[config.mk]
export PLATFORM = sky130hd
export DESIGN_NAME = rtttl_note_token_parser_top_flat
export DESIGN_NICKNAME = d
export VERILOG_FILES = /design/src/hw/rtl/rtttl_pkg.sv /design/src/hw/rtl/rtttl_if.sv /design/src/hw/rtl/rtttl_parser.sv /design/src/hw/rtl/rtttl_note_token_parser_top.sv /design/src/flat_wrapper.sv
export SDC_FILE = /design/constraint.sdc
export NUM_CORES = 1
export LEC_CHECK = 0
export ABC_CLOCK_PERIOD_IN_PS = 7600
export BUFFER_PORTS_ARGS = -buffer_cell sky130_fd_sc_hd__buf_2
export CORE_MARGIN = 2
export CORE_UTILIZATION = 55
export CTS_CLUSTER_DIAMETER = 60
export DETAILED_ROUTE_END_ITERATION = 16
export PLACE_DENSITY_LB_ADDON = 0.15
export SLEW_MARGIN = 20
export SYNTH_ARGS = -nofsm -noshare
export SYNTH_HDL_FRONTEND = slang
export SYNTH_SLANG_ARGS = --single-unit
[constraint.sdc]
create_clock -name clk -period 7.6 [get_ports clk]
set_clock_uncertainty 0.05 [all_clocks]
set_input_delay 1.14 -clock clk [delete_from_list [all_inputs] [get_ports clk]]
set_output_delay 1.14 -clock clk [all_outputs]
set_load 0.02 [all_outputs]
[src/hw/rtl/rtttl_pkg.sv]
// Package for the RTTTL note token parser: phase codes, character codes,
// result type and the small decode functions. No dependencies.
`default_nettype none

package rtttl_pkg;

    localparam int CharW   = 8;
    localparam int DurW    = 6;
    localparam int OctW    = 3;
    localparam int PitchW  = 6;
    localparam int NoteW   = 4;
    localparam int DigitW  = 4;
    localparam int PhaseW  = 3;
    localparam int CfgIdxW = 1;
    localparam int CfgDataW = 6;

    localparam logic [PhaseW-1:0] PH_NUMBER = 3'd0;
    localparam logic [PhaseW-1:0] PH_SHARP  = 3'd1;
    localparam logic [PhaseW-1:0] PH_DOT    = 3'd2;
    localparam logic [PhaseW-1:0] PH_OCTAVE = 3'd3;
    localparam logic [PhaseW-1:0] PH_DONE   = 3'd4;

    localparam logic [CfgIdxW-1:0] REG_DEFAULT_DURATION = 1'd0;
    localparam logic [CfgIdxW-1:0] REG_DEFAULT_OCTAVE   = 1'd1;

    localparam logic [DurW-1:0] DEFAULT_DURATION_RESET = 6'd4;
    localparam logic [OctW-1:0] DEFAULT_OCTAVE_RESET   = 3'd6;

    localparam logic [CharW-1:0] CHAR_SHARP = 8'h23;
    localparam logic [CharW-1:0] CHAR_DOT   = 8'h2e;
    localparam logic [CharW-1:0] CHAR_ZERO  = 8'h30;
    localparam logic [CharW-1:0] CHAR_NINE  = 8'h39;

    localparam logic [DurW-1:0]  SAT_NUMBER = 6'd63;
    localparam logic [6:0]       TOP_PITCH  = 7'd60;
    localparam logic [DigitW-1:0] OCT_LOW   = 4'd4;
    localparam logic [DigitW-1:0] OCT_HIGH  = 4'd8;

    typedef struct packed {
        logic [PitchW-1:0] pitch_index;
        logic [DurW-1:0]   duration_units;
        logic              octave_error;
    } result_t;

    function automatic logic [NoteW-1:0] letter_note(input logic [CharW-1:0] c);
        logic [NoteW-1:0] n;
        unique case (c)
            8'h63:   n = 4'd1;
            8'h64:   n = 4'd3;
            8'h65:   n = 4'd5;
            8'h66:   n = 4'd6;
            8'h67:   n = 4'd8;
            8'h61:   n = 4'd10;
            8'h62:   n = 4'd12;
            default: n = 4'd0;
        endcase
        return n;
    endfunction

    function automatic logic [DurW-1:0] units_of(input logic [DurW-1:0] den);
        logic [DurW-1:0] u;
        unique case (den)
            6'd32:   u = 6'd1;
            6'd16:   u = 6'd2;
            6'd8:    u = 6'd4;
            6'd4:    u = 6'd8;
            6'd2:    u = 6'd16;
            6'd1:    u = 6'd32;
            default: u = 6'd0;
        endcase
        return u;
    endfunction

endpackage

`default_nettype wire

[src/hw/rtl/rtttl_if.sv]
// Valid/ready channel interfaces for the RTTTL note token parser.
// Depends on rtttl_pkg for field widths.
`default_nettype none

interface rtttl_in_if;
    logic                           valid;
    logic                           ready;
    logic [rtttl_pkg::CharW-1:0]    char_code;
    logic                           last_char;

    modport source (output valid, output char_code, output last_char, input ready);
    modport sink   (input valid, input char_code, input last_char, output ready);
endinterface

interface rtttl_out_if;
    logic                           valid;
    logic                           ready;
    logic [rtttl_pkg::PitchW-1:0]   pitch_index;
    logic [rtttl_pkg::DurW-1:0]     duration_units;
    logic                           octave_error;

    modport source (output valid, output pitch_index, output duration_units,
                    output octave_error, input ready);
    modport sink   (input valid, input pitch_index, input duration_units,
                    input octave_error, output ready);
endinterface

interface rtttl_cfg_if;
    logic                            valid;
    logic                            ready;
    logic [rtttl_pkg::CfgIdxW-1:0]   index;
    logic [rtttl_pkg::CfgDataW-1:0]  data;

    modport source (output valid, output index, output data, input ready);
    modport sink   (input valid, input index, input data, output ready);
endinterface

`default_nettype wire

[src/hw/rtl/rtttl_parser.sv]
// Token parse state and per-character update, with the result decode.
// Depends on rtttl_pkg.
`default_nettype none

module rtttl_parser (
    input  wire logic                           clk,
    input  wire logic                           rst_n,
    input  wire logic                           step_en,
    input  wire logic [rtttl_pkg::CharW-1:0]    char_code,
    input  wire logic                           last_char,
    input  wire logic [rtttl_pkg::DurW-1:0]     default_duration,
    input  wire logic [rtttl_pkg::OctW-1:0]     default_octave,
    output rtttl_pkg::result_t                  result
);

    logic [rtttl_pkg::PhaseW-1:0] phase_reg, phase_next;
    logic [rtttl_pkg::DurW-1:0]   acc_reg, acc_next;
    logic [rtttl_pkg::NoteW-1:0]  note_reg, note_next;
    logic                         dot_reg, dot_next;
    logic [rtttl_pkg::DigitW-1:0] oct_reg, oct_next;
    logic                         given_reg, given_next;

    logic [rtttl_pkg::PhaseW-1:0] ph;
    logic                         is_digit;
    logic                         taken;
    logic [rtttl_pkg::DigitW-1:0] digit;
    logic [9:0]                   acc_sum;
    logic [rtttl_pkg::DurW-1:0]   den;
    logic [rtttl_pkg::DurW-1:0]   units;
    logic [rtttl_pkg::DigitW-1:0] oct;
    logic [6:0]                   idx;

    assign is_digit = (char_code >= rtttl_pkg::CHAR_ZERO) && (char_code <= rtttl_pkg::CHAR_NINE);
    assign digit    = 4'(char_code - rtttl_pkg::CHAR_ZERO);
    assign acc_sum  = {4'd0, acc_reg} * 10'd10 + {6'd0, digit};

    // Phases after the letter fall through within one character, as a
    // mark that is absent does not consume the character.
    always_comb
    begin
        phase_next = phase_reg;
        acc_next   = acc_reg;
        note_next  = note_reg;
        dot_next   = dot_reg;
        oct_next   = oct_reg;
        given_next = given_reg;
        ph         = phase_reg;
        taken      = 1'b0;
        if (phase_reg == rtttl_pkg::PH_NUMBER)
        begin
            if (is_digit)
            begin
                acc_next = (acc_sum > {4'd0, rtttl_pkg::SAT_NUMBER}) ?
                           rtttl_pkg::SAT_NUMBER : acc_sum[rtttl_pkg::DurW-1:0];
            end
            else
            begin
                note_next  = rtttl_pkg::letter_note(char_code);
                phase_next = rtttl_pkg::PH_SHARP;
            end
        end
        else
        begin
            if (ph == rtttl_pkg::PH_SHARP)
            begin
                if (char_code == rtttl_pkg::CHAR_SHARP)
                begin
                    if (note_reg != '0)
                    begin
                        note_next = note_reg + 4'd1;
                    end
                    phase_next = rtttl_pkg::PH_DOT;
                    taken      = 1'b1;
                end
                ph = rtttl_pkg::PH_DOT;
            end
            if (!taken && ph == rtttl_pkg::PH_DOT)
            begin
                if (char_code == rtttl_pkg::CHAR_DOT)
                begin
                    dot_next   = 1'b1;
                    phase_next = rtttl_pkg::PH_OCTAVE;
                    taken      = 1'b1;
                end
                ph = rtttl_pkg::PH_OCTAVE;
            end
            if (!taken && ph == rtttl_pkg::PH_OCTAVE)
            begin
                if (is_digit)
                begin
                    oct_next   = digit;
                    given_next = 1'b1;
                end
                phase_next = rtttl_pkg::PH_DONE;
            end
        end
    end

    always_comb
    begin
        den   = (acc_next != '0) ? acc_next : default_duration;
        units = rtttl_pkg::units_of(den);
        oct   = given_next ? oct_next : {1'b0, default_octave};
        idx   = ({3'd0, oct} - 7'd4) * 7'd12 + {3'd0, note_next};
        result.pitch_index    = '0;
        result.octave_error   = 1'b0;
        result.duration_units = dot_next ? units + (units >> 1) : units;
        if (note_next != '0)
        begin
            if (oct < rtttl_pkg::OCT_LOW || oct > rtttl_pkg::OCT_HIGH || idx > rtttl_pkg::TOP_PITCH)
            begin
                result.octave_error = 1'b1;
            end
            else
            begin
                result.pitch_index = idx[rtttl_pkg::PitchW-1:0];
            end
        end
    end

    always_ff @(posedge clk or negedge rst_n)
    begin
        if (!rst_n)
        begin
            phase_reg <= rtttl_pkg::PH_NUMBER;
            acc_reg   <= '0;
            note_reg  <= '0;
            dot_reg   <= 1'b0;
            oct_reg   <= '0;
            given_reg <= 1'b0;
        end
        else if (step_en)
        begin
            if (last_char)
            begin
                phase_reg <= rtttl_pkg::PH_NUMBER;
                acc_reg   <= '0;
                note_reg  <= '0;
                dot_reg   <= 1'b0;
                oct_reg   <= '0;
                given_reg <= 1'b0;
            end
            else
            begin
                phase_reg <= phase_next;
                acc_reg   <= acc_next;
                note_reg  <= note_next;
                dot_reg   <= dot_next;
                oct_reg   <= oct_next;
                given_reg <= given_next;
            end
        end
    end

endmodule

`default_nettype wire

[src/hw/rtl/rtttl_note_token_parser_top.sv]
// Top level of the RTTTL note token parser: input register, result register
// and configuration registers. Depends on rtttl_pkg, rtttl_if and rtttl_parser.
// An accepted item is held in the input register, and a token's result is then stored in the result register.
// Throughput: one item per cycle; an item that ends a token waits only for a
// free result register, which clears when the consumer takes the result.
// Reset clears the token state and loads default duration 4 and octave 6.
`default_nettype none

module rtttl_note_token_parser_top (
    input  wire logic       clk,
    input  wire logic       rst_n,
    rtttl_in_if.sink        item_in,
    rtttl_out_if.source     item_out,
    rtttl_cfg_if.sink       cfg
);

    logic [rtttl_pkg::DurW-1:0]   def_dur_reg;
    logic [rtttl_pkg::OctW-1:0]   def_oct_reg;

    logic                         s1_valid_reg, s1_valid_next;
    logic [rtttl_pkg::CharW-1:0]  s1_char_reg;
    logic                         s1_last_reg;

    logic                         out_valid_reg, out_valid_next;
    rtttl_pkg::result_t           out_reg;
    rtttl_pkg::result_t           step_result;

    logic                         out_free;
    logic                         s1_go;
    logic                         in_fire;
    logic                         out_load;

    assign out_free = !out_valid_reg || item_out.ready;
    assign s1_go    = s1_valid_reg && (!s1_last_reg || out_free);
    assign out_load = s1_go && s1_last_reg;
    assign item_in.ready = !s1_valid_reg || s1_go;
    assign in_fire  = item_in.valid && item_in.ready;

    assign s1_valid_next  = in_fire ? 1'b1 : (s1_go ? 1'b0 : s1_valid_reg);
    assign out_valid_next = out_load ? 1'b1 : (item_out.ready ? 1'b0 : out_valid_reg);

    assign cfg.ready = 1'b1;

    assign item_out.valid          = out_valid_reg;
    assign item_out.pitch_index    = out_reg.pitch_index;
    assign item_out.duration_units = out_reg.duration_units;
    assign item_out.octave_error   = out_reg.octave_error;

    rtttl_parser u_parser (
        .clk              (clk),
        .rst_n            (rst_n),
        .step_en          (s1_go),
        .char_code        (s1_char_reg),
        .last_char        (s1_last_reg),
        .default_duration (def_dur_reg),
        .default_octave   (def_oct_reg),
        .result           (step_result)
    );

    always_ff @(posedge clk or negedge rst_n)
    begin
        if (!rst_n)
        begin
            def_dur_reg <= rtttl_pkg::DEFAULT_DURATION_RESET;
            def_oct_reg <= rtttl_pkg::DEFAULT_OCTAVE_RESET;
        end
        else if (cfg.valid && cfg.ready)
        begin
            unique case (cfg.index)
                rtttl_pkg::REG_DEFAULT_DURATION: def_dur_reg <= cfg.data;
                rtttl_pkg::REG_DEFAULT_OCTAVE:   def_oct_reg <= cfg.data[rtttl_pkg::OctW-1:0];
                default:                         def_dur_reg <= def_dur_reg;
            endcase
        end
    end

    always_ff @(posedge clk or negedge rst_n)
    begin
        if (!rst_n)
        begin
            s1_valid_reg  <= 1'b0;
            out_valid_reg <= 1'b0;
        end
        else
        begin
            s1_valid_reg  <= s1_valid_next;
            out_valid_reg <= out_valid_next;
        end
    end

    always_ff @(posedge clk)
    begin
        if (in_fire)
        begin
            s1_char_reg <= item_in.char_code;
            s1_last_reg <= item_in.last_char;
        end
        if (out_load)
        begin
            out_reg <= step_result;
        end
    end

endmodule

`default_nettype wire

[src/flat_wrapper.sv]
// flat-port wrapper written by rule: the top's interface ports become plain ports
module rtttl_note_token_parser_top_flat 
  (clk, rst_n, item_in_valid, item_in_char_code, item_in_last_char, item_in_ready, item_out_valid, item_out_pitch_index, item_out_duration_units, item_out_octave_error, item_out_ready, cfg_valid, cfg_index, cfg_data, cfg_ready);
  rtttl_in_if item_in_i ();
  rtttl_out_if item_out_i ();
  rtttl_cfg_if cfg_i ();
  input  wire logic clk;
  input  wire logic rst_n;
  input wire logic [$bits(item_in_i.valid)-1:0] item_in_valid;
  input wire logic [$bits(item_in_i.char_code)-1:0] item_in_char_code;
  input wire logic [$bits(item_in_i.last_char)-1:0] item_in_last_char;
  output wire logic [$bits(item_in_i.ready)-1:0] item_in_ready;
  output wire logic [$bits(item_out_i.valid)-1:0] item_out_valid;
  output wire logic [$bits(item_out_i.pitch_index)-1:0] item_out_pitch_index;
  output wire logic [$bits(item_out_i.duration_units)-1:0] item_out_duration_units;
  output wire logic [$bits(item_out_i.octave_error)-1:0] item_out_octave_error;
  input wire logic [$bits(item_out_i.ready)-1:0] item_out_ready;
  input wire logic [$bits(cfg_i.valid)-1:0] cfg_valid;
  input wire logic [$bits(cfg_i.index)-1:0] cfg_index;
  input wire logic [$bits(cfg_i.data)-1:0] cfg_data;
  output wire logic [$bits(cfg_i.ready)-1:0] cfg_ready;
  assign item_in_i.valid = item_in_valid;
  assign item_in_i.char_code = item_in_char_code;
  assign item_in_i.last_char = item_in_last_char;
  assign item_in_ready = item_in_i.ready;
  assign item_out_valid = item_out_i.valid;
  assign item_out_pitch_index = item_out_i.pitch_index;
  assign item_out_duration_units = item_out_i.duration_units;
  assign item_out_octave_error = item_out_i.octave_error;
  assign item_out_i.ready = item_out_ready;
  assign cfg_i.valid = cfg_valid;
  assign cfg_i.index = cfg_index;
  assign cfg_i.data = cfg_data;
  assign cfg_ready = cfg_i.ready;
  rtttl_note_token_parser_top u_core (.clk(clk), .rst_n(rst_n), .item_in(item_in_i), .item_out(item_out_i), .cfg(cfg_i));
endmodule
==> impl_metrics.yaml, run 1 <==
outcome:
  outcome: "finished, final reports clean"
logic_synthesis:
  synthCells: 400
  synth_fa_ha_area_frac: 0.109
  async_flop_share: 0.577
  synth_area_leaders: "dfrtp_1 (17%), edfxtp_1 (17%), ha_1 (8.3%)"
  yosys_warnings: 0
  synthXorXnorAreaFrac: 0.0304
  synth_area_leader_cell: "dfrtp_1"
  synth_top_area_share: 0.173
  ys.flop_type: "dfrtp_1"
  synthSimpleGateAreaFrac: 0.199
  synth_top_family_by_area: "compound AO/OA/AOI/OAI gates"
  synth-seq-cells: 52
  synth_cell_types: 81
  syn-num-nets: 452
  synth_common_cells: "nand2_1 (29), nor2_1 (29), inv_1 (28)"
  synth_enable_flop_cells: 22
  ys_seq_area_frac: 0.362
  syn_area_per_cell_um2: 9.76
  muxShareOfSynthArea: 0.0391
  syn_area_um2: 3900
  synth_compound_area_frac: 0.205
global_route:
  grt_use_total: 0.233
  first_global_vias: 3034
  gr-total-overflow: 0
  grt_pass1_wl_mm: 14.1
  grt_max_degree: 31
  antenna_found_initial: 0
sta:
  finalHoldViolations: 0
  layout_setup_ws_ps: 2470
  setup_viol: 0
  tightest_slew_ps: 821
  slew_headroom: 0.445
  setup_tns_ps: 0
  hold_slack_ps: 465
  timing.final.crit_share: 0.674
  period_minus_slack_ps: 5130
  clock.fmax_ghz: 0.195
  rsz0062_at_grt: "false"
  slew_violations: 0
final_layout:
  multiInputGateArea_um2: 2280
  area_growth_pct: 7.59
  drive_gt1_frac: 0.180
  final_nets: 479
  fin_util: 0.615
  nFillCells: 606
  largest_register_ff_count: 8
  seq_area_um2: 1420
  n_antenna_cell: 0
  fin_area_um2: 4200
setup_path:
  worst-endpoint-arrival_ps: 5150
  critPathCaptureType: "register"
  r2r_cells: 20
  worst-path-max-fanout: 6
  worstSetupStartpointType: "register"
  rr_startpoint: "u_core.u_parser.acc_reg[1]"
  r2r-end: "u_core.item_out.duration_units[4]"
  critical_path_class: "register to register"
  r2r_slack_ps: 2470
  cp_data_required_time_ps: 7620
clocking:
  cts.sinks: 52
  hold_buffers: 0
  postCtsSetupRepairBufs: 0
  cts.repair.resized: 0
  root_buffer: "clkbuf_8"
  htreeDepth: 2
  clock_path_buffers: 2
  clk_pin_slew_ps: 100
  tritoncts: "done"
  cts_made_buffers: 5
  insertion_delay_ps: 300
routing:
  drt-initial-drc-count: 161
  final_antenna_net_count: 0
  drt_wl_total_mm: 8.64
  via_count: 3118
  via_per_inst: 5.95
  post-route-drc-count: 0
  drt_pass1_iterations: 4
  post_drt_wl_per_cell_um: 16.5
placement:
  hpwlAfterDp_mm: 6.63
  pre_cts_slack_ps: 2510
  dpl_cell_area_um2: 4090
  port_buffers: 35
  routabilityCongestion: 0.896
floorplan:
  num_rows: 30
  dieArea_um2: 7790
  die_x_um: 88.3
  start_util: 0.572
  pin_count: 37
  core_area_um2: 6830
  die_h_um: 88.3
pwr:
  switching_share: 0.369
  seqPwrFrac: 0.401
  p_clk_frac: 0.200
  powerDensity_nw_per_um2: 224
  pwr-share-comb: 0.399
  power_switching_mw: 0.347
  p_leak_nw: 1.86
  internal_power_mw: 0.594
  ir_drop_mv: 0.122
worst_hold_path:
  hold_path_class: "register to register"
  worstHoldStart: "u_core.u_parser.dot_reg"
  hold_depth: 2
  worstHoldEndpoint: "u_core.u_parser.dot_reg"
run:
  drv_cap: 0
==> power groups by stage <==
stage	registers [mW]	clock network, mW	logic (mW)
after global routing	0.382	0.205	0.420
after global placement	0.380	0	0.364
after detailed placement	0.382	0	0.373
final	0.377	0.188	0.376
after floorplan	0.370	0	0.307
after CTS	0.377	0.192	0.376
==> worst max-delay path: stages, from the launching register on <==
cell and delay, ps:
dfrtp_1 470, ha_1 330, ha_1 210, inv_1 70
fa_1 460, nor4bb_1 300, nand4_1 210, o311a_1 260
nor4b_1 320, o32ai_1 160, a211o_1 260, or3_1 440
inv_1 110, ha_1 180, inv_1 60, fa_1 390
inv_1 70, a21o_1 100, a21oi_1 70, xnor2_1 120
mux2_2 250
==> cell usage in the layout, fill, tap and decap left out, types with 8 or more instances in the layout <==
master	n
edfxtp_1	22
o21ai_0	27
nor3_1	14
nor2_1	29
inv_1	28
mux2_2	10
a21oi_1	21
ha_1	26
nand3_1	10
dfrtp_1	27
a21o_1	8
buf_2	35
xnor2_1	8
nand2_1	29
==> area by class of cell <==
| cell class | count | area share |
|---|---|---|
| clock inverters | 2 | 0.00834 |
| well taps | 96 | 0.0286 |
| clock buffers | 6 | 0.0173 |
| repair buffers | 35 | 0.0417 |
| multi-input cells | 305 | 0.542 |
| flip-flops and latches | 52 | 0.337 |
| inverters | 28 | 0.0250 |
==> metal layers <==
metal  part of all wire  track usage
met1               0.45        0.300
met2               0.50        0.414
met5                  0            0
met3              0.037       0.0308
met4             0.0090       0.0634
==> cells by family (layout without fill, tap and decap cells) <==
logic type / Yosys count / after routing
adder cells (fa/ha/maj): 31 / 31
AND/OR/NAND/NOR: 138 / 138
multiplexers: 14 / 14
other: 1 / 1
AO/OA/AOI/OAI: 109 / 109
XOR/XNOR: 12 / 12
buffers and inverters: 43 / 71
flip-flops: 52 / 52
==> through the flow <==
stage | cells | power [mW]
floorplan | 400 | 0.677
global placement | 516 | 0.744
detailed placement | 516 | 0.755
CTS | 524 | 0.944
global route | 524 | 1.01
finish | 524 | 0.942
==> worst max path at each step <==
| stage | start | endpoint | slack [ps] | cells past startpoint |
|---|---|---|---|---|
| 5_1_grt | u_core.u_parser.acc_reg[1] | u_core.item_out.duration_units[4] | 2170 | 20 |
| 3_5_place_dp | u_core.u_parser.acc_reg[1] | u_core.item_out.duration_units[4] | 2510 | 20 |
| 3_3_place_gp | u_core.u_parser.acc_reg[1] | u_core.item_out.duration_units[4] | 2630 | 20 |
| 4_1_cts | u_core.u_parser.acc_reg[1] | u_core.item_out.duration_units[4] | 2490 | 20 |
| 2_1_floorplan | u_core.u_parser.acc_reg[1] | u_core.item_out.duration_units[4] | 2860 | 20 |
| 6_report | u_core.u_parser.acc_reg[1] | u_core.item_out.duration_units[4] | 2470 | 20 |
Note: power is estimated with default switching activity, not from simulation.
==> inputs of run 2 (changes only) <==
--- a/config.mk
+++ b/config.mk
@@ -5,10 +5,11 @@
 export SDC_FILE = /design/constraint.sdc
 export NUM_CORES = 1
 export LEC_CHECK = 0
-export ABC_CLOCK_PERIOD_IN_PS = 7600
+export ABC_AREA = 1
+export ABC_CLOCK_PERIOD_IN_PS = 4600
 export BUFFER_PORTS_ARGS = -buffer_cell sky130_fd_sc_hd__buf_2
 export CORE_MARGIN = 2
-export CORE_UTILIZATION = 55
+export CORE_UTILIZATION = 54
 export CTS_CLUSTER_DIAMETER = 60
 export DETAILED_ROUTE_END_ITERATION = 16
 export PLACE_DENSITY_LB_ADDON = 0.15
==> constraint.sdc (replaced) <==
create_clock -name clk -period 4.6 [get_ports clk]
set_clock_uncertainty 0.05 [all_clocks]
set_input_delay 0.69 -clock clk [delete_from_list [all_inputs] [get_ports clk]]
set_output_delay 0.69 -clock clk [all_outputs]
set_load 0.02 [all_outputs]
==> run 2 against run 1 <==
- register-to-register slack worse by 2300 ps
- first-iteration DRC count is 1.2% lower
- area after synthesis is 3.7% lower
- hold slack worse by 93 ps
- highest routed layer unchanged
==> impl_metrics.yaml, run 2 <==
final_layout:
  final_cell_mix: "nand2_1 (93), inv_1 (74), buf_2 (35)"
  area_growth_pct: 16.8
  final_cells: 598
  layout_commonest_cell: "nand2_1"
  final_nets: 569
  largest_register_ff_count: 8
  fin_util: 0.650
  drive_gt1_frac: 0.293
  n_antenna_cell: 0
  fin_area_um2: 4390
routing:
  via_count: 3178
  drt_wl_total_mm: 7.95
  drt_pass1_iterations: 4
  met2RoutedLength_mm: 3.99
  drt-initial-drc-count: 159
  maxUsedRoutingLayer: "met4"
  wl_met1_mm: 3.61
  post-route-drc-count: 0
  via_per_inst: 5.31
  post_drt_wl_per_cell_um: 13.3
  wl_met3_um: 258
  final_antenna_net_count: 0
outcome:
  outcome: "finished, final reports clean"
sta:
  period_minus_slack_ps: 4390
  clock.fmax_ghz: 0.228
  setup_viol: 0
  slew_headroom: 0.527
  finalHoldViolations: 0
  setup_tns_ps: 0
  timing.final.crit_share: 0.954
  tightest_slew_ps: 710
  slew_violations: 0
pwr:
  power_switching_mw: 0.618
  seqPwrFrac: 0.380
  switching_share: 0.414
  ir_drop_mv: 0.225
  power_mw: 1.49
  p_leak_nw: 2.20
  p_clk_frac: 0.177
  powerDensity_nw_per_um2: 340
  pwr-share-comb: 0.443
  internal_power_mw: 0.875
logic_synthesis:
  ys_seq_area_frac: 0.376
  synth_top_area_share: 0.180
  yosysMostFrequentCell: "nand2_1"
  syn-num-nets: 518
  synth_enable_flop_cells: 22
  synthCells: 466
  synth_area_leaders: "dfrtp_1 (18%), edfxtp_1 (18%), nand2_1 (10%)"
  synth_area_leader_cell: "dfrtp_1"
  synth_cell_types: 45
  yosys_warnings: 0
  synth-seq-cells: 52
  ys.flop_type: "dfrtp_1"
  async_flop_share: 0.577
  synth_common_cells: "nand2_1 (104), inv_1 (80), nand3_1 (32)"
  syn_area_um2: 3760
  syn_area_per_cell_um2: 8.07
setup_path:
  critical_path_class: "register to register"
  max_stage_delay_ps: 440
  worst-path-max-fanout: 7
  crit_slowest_cell: "dfrtp_1"
  cp_data_required_time_ps: 4630
  worst-endpoint-arrival_ps: 4420
  critPathCaptureType: "register"
  crit_path_frequent_cell: "nand2_1"
  worstSetupStartpointType: "register"
floorplan:
  start_util: 0.556
  pin_count: 37
  die_x_um: 87.4
  core_area_um2: 6760
  num_rows: 30
  dieArea_um2: 7650
  die_h_um: 87.4
clocking:
  hold_buffers: 0
  cts_made_buffers: 5
  cts.sinks: 52
  clk_pin_slew_ps: 100
  clock_path_buffers: 2
  insertion_delay_ps: 310
  root_buffer: "clkbuf_8"
  tritoncts: "done"
  htreeDepth: 2
placement:
  dpl_cell_area_um2: 4020
  dp.cells: 578
  hpwlAfterDp_mm: 6.11
  port_buffers: 35
  routabilityCongestion: 0.868
global_route:
  grt_use_total: 0.215
  first_global_vias: 2929
  gr-total-overflow: 0
  grt_max_degree: 31
  grt_pass1_wl_mm: 13.1
  antenna_found_initial: 0
run:
  drv_cap: 0
worst_hold_path:
  hold_path_class: "input pin to asynchronous set/reset pin"
## run 2: cell count changes after synthesis, sizes merged, moves of 7 or more
cell    previous run  this run
or3                9         0
clkbuf            10         2
inv               28        92
a21o               8         0
xnor2              8         1
mux2              10         2
nand3             11        35
nand2             29       123
o22ai              1        11
nor3              17         8
## run 2: repair_timing
item / in CTS / in global routing
buffers inserted: 0 / 12
endpoints found under the setup margin: 0 / 5
resized for setup: 0 / 47
## run 2: worst paths after layout
kind                                                 start                                 to  slack, ps  cells past startpoint
worst max register to register  u_core.u_parser.acc_reg[3]  u_core.item_out.duration_units[5]        210                     33
worst max-delay path            u_core.u_parser.acc_reg[3]  u_core.item_out.duration_units[5]        210                     33
max in group asynchronous                            rst_n              u_core.def_dur_reg[3]       3660                      1
min in group clk                     u_core.def_oct_reg[0]              u_core.def_oct_reg[0]        440                      2
worst min register to register       u_core.def_oct_reg[0]              u_core.def_oct_reg[0]        440                      2
worst min-delay path                                 rst_n       u_core.u_parser.phase_reg[2]        370                      1
## run 2: metrics by stage
stage	hold WS, ps	worst slack [ps]
after floorplan	344	446
after global placement	418	107
after detailed placement	426	32.5
after CTS	388	22.4
after global routing	427	-60.5
final	371	212
## run 2: kinds of logic (layout without fill, tap and decap cells)
group	after synthesis	in the layout	share of synthesized area
DFF	52	52	0.376
muxes	2	2	0.00599
xor gates and xnor gates	6	6	0.0140
other	1	1	0.000997
adders and majority gates	31	31	0.113
buffers and inverters	95	147	0.0965
AOI/OAI and AO/OA	67	67	0.104
and+or+nand+nor	212	212	0.289
## run 2: routing by layer
layer / global-route usage / up-vias
li1: - / 1620
met1: 0.289 / 1492
met2: 0.364 / 54
met3: 0.0313 / 12
met4: 0.0545 / 0
met5: 0 / -
## run 2: area by class of cell
type,count,area (µm²)
Fill cell,576,2370
Multi-Input combinational cell,319,2170
Sequential cell,52,1420
Inverter,92,350
Timing Repair Buffer,47,265
Tap cell,80,100
Clock buffer,5,68.8
Clock inverter,3,17.5
## run 2: critical path: cells and delay by family (launching register included)
family / cells / cell delay [ps]
fa+ha+maj: 4 / 1140
buf+inv: 7 / 420
flops: 1 / 440
compound gates: 3 / 360
simple gates: 19 / 1770
## run 2: power by group through the flow
stage	Combinational (mW)	Sequential, mW	Clock, mW
after detailed placement	0.555	0.576	0
after CTS	0.558	0.566	0.270
after global placement	0.540	0.575	0
after global routing	0.740	0.573	0.289
after floorplan	0.432	0.581	0
final	0.662	0.568	0.264
==> inputs of run 3 (changes only) <==
--- a/config.mk
+++ b/config.mk
@@ -6,10 +6,10 @@
 export NUM_CORES = 1
 export LEC_CHECK = 0
 export ABC_AREA = 1
-export ABC_CLOCK_PERIOD_IN_PS = 4600
+export ABC_CLOCK_PERIOD_IN_PS = 5400
 export BUFFER_PORTS_ARGS = -buffer_cell sky130_fd_sc_hd__buf_2
 export CORE_MARGIN = 2
-export CORE_UTILIZATION = 54
+export CORE_UTILIZATION = 55
 export CTS_CLUSTER_DIAMETER = 60
 export DETAILED_ROUTE_END_ITERATION = 16
 export PLACE_DENSITY_LB_ADDON = 0.15
==> constraint.sdc (replaced) <==
create_clock -name clk -period 5.4 [get_ports clk]
set_clock_uncertainty 0.05 [all_clocks]
set_input_delay 0.81 -clock clk [delete_from_list [all_inputs] [get_ports clk]]
set_output_delay 0.81 -clock clk [all_outputs]
set_load 0.02 [all_outputs]
==> run 3 against run 2 <==
- routed wire length is 6.2% lower
- highest routed layer unchanged
- largest power group is now registers
- via count is 4.2% lower
- global-route usage hardly changed
==> impl_metrics.yaml, run 3 (synthesis gave the netlist of run 2 again) <==
routing:
  via_count: 3046
  drt-initial-drc-count: 135
  post_drt_wl_per_cell_um: 12.7
  final_antenna_net_count: 0
  via_per_inst: 5.20
  drt_wl_total_mm: 7.46
  drt_pass1_iterations: 4
  post-route-drc-count: 0
worst_hold_path:
  hold_path_class: "register to register"
  worstHoldStart: "u_core.def_dur_reg[1]"
  worstHoldEndpoint: "u_core.def_dur_reg[1]"
  hold_depth: 2
setup_path:
  r2r_cells: 33
  critPathCaptureType: "register"
  critical_path_class: "register to register"
  r2r-end: "u_core.item_out.duration_units[5]"
  crit_slowest_cell: "dfrtp_1"
  max_stage_delay_ps: 420
  worst-endpoint-arrival_ps: 4640
  worst-path-max-fanout: 7
  crit_path_frequent_cell: "nand2_1"
  cp_data_required_time_ps: 5410
  rr_startpoint: "u_core.u_parser.acc_reg[3]"
  r2r_slack_ps: 780
  worstSetupStartpointType: "register"
sta:
  finalHoldViolations: 0
  setup_viol: 0
  rsz0062_at_grt: "false"
  slew_violations: 0
  setup_tns_ps: 0
  layout_setup_ws_ps: 779
  hold_slack_ps: 452
  slew_headroom: 0.522
  timing.final.crit_share: 0.856
  clock.fmax_ghz: 0.216
  period_minus_slack_ps: 4620
  tightest_slew_ps: 718
floorplan:
  num_rows: 30
  pin_count: 37
  die_h_um: 86.7
  die_x_um: 86.7
  core_area_um2: 6720
  dieArea_um2: 7510
  start_util: 0.560
clocking:
  insertion_delay_ps: 300
  tritoncts: "done"
  hold_buffers: 0
  clk_pin_slew_ps: 90
  postCtsSetupRepairBufs: 0
  cts_made_buffers: 5
  clock_path_buffers: 2
  cts.sinks: 52
  cts.repair.resized: 0
  htreeDepth: 2
  root_buffer: "clkbuf_8"
pwr:
  power_mw: 1.23
  p_leak_nw: 2.15
  powerDensity_nw_per_um2: 298
  ir_drop_mv: 0.156
final_layout:
  n_antenna_cell: 0
  final_nets: 557
  fin_area_um2: 4140
  final_cells: 586
  drive_gt1_frac: 0.209
  final_cell_mix: "nand2_1 (104), inv_1 (80), buf_2 (35)"
  area_growth_pct: 10.0
  fin_util: 0.616
  layout_commonest_cell: "nand2_1"
  largest_register_ff_count: 8
run:
  drv_cap: 0
global_route:
  grt_pass1_wl_mm: 12.8
  grt_use_total: 0.215
  first_global_vias: 2926
  antenna_found_initial: 0
  gr-total-overflow: 0
  grt_max_degree: 31
outcome:
  outcome: "finished, final reports clean"
placement:
  pre_cts_slack_ps: 787
  routabilityCongestion: 0.965
  dp.cells: 578
  hpwlAfterDp_mm: 5.90
  dpl_cell_area_um2: 4020
  port_buffers: 35
==> run 3: where the power goes <==
| part | internal, mW | leakage, nW | total, mW | switching [mW] |
|---|---|---|---|---|
| Clock | 0.149 | 0.0588 | 0.277 | 0.128 |
| Sequential | 0.456 | 0.602 | 0.483 | 0.0268 |
| Combinational | 0.158 | 1.48 | 0.471 | 0.313 |
==> run 3: worst max-delay path by stage <==
stage,start,endpoint,slack (ps),cells past startpoint
after global placement,u_core.u_parser.acc_reg[3],u_core.item_out.duration_units[5],950,33
after global routing,u_core.u_parser.acc_reg[1],u_core.item_out.duration_units[5],290,33
after CTS,u_core.u_parser.acc_reg[1],u_core.item_out.duration_units[5],790,33
after floorplan,u_core.u_parser.acc_reg[1],u_core.item_out.duration_units[5],1250,33
final,u_core.u_parser.acc_reg[3],u_core.item_out.duration_units[5],780,33
after detailed placement,u_core.u_parser.acc_reg[1],u_core.item_out.duration_units[5],790,33
==> run 3: layer usage <==
layer	wire (µm)	share of wire	vias up	global-route usage
met2	3730	0.50	55	0.380
met3	178	0.024	8	0.0295
met5	0	0	-	0
met1	3460	0.46	1394	0.276
li1	-	-	1589	-
met4	87	0.012	0	0.0554
==> run 3: area by class of cell <==
cell class | instances | area, µm²
Fill cell | 640 | 2580
Clock buffer | 6 | 82.6
Multi-Input combinational cell | 319 | 1980
Tap cell | 80 | 100
Sequential cell | 52 | 1420
Clock inverter | 2 | 33.8
Inverter | 92 | 348
Timing Repair Buffer | 35 | 175
==> run 3: critical path, delay by kind of cell (launching register included) <==
kind | cells | cell delay (ps)
simple gates | 19 | 1780
compound gates | 3 | 430
buf+inv | 7 | 450
fa+ha+maj | 4 | 1250
flops | 1 | 420
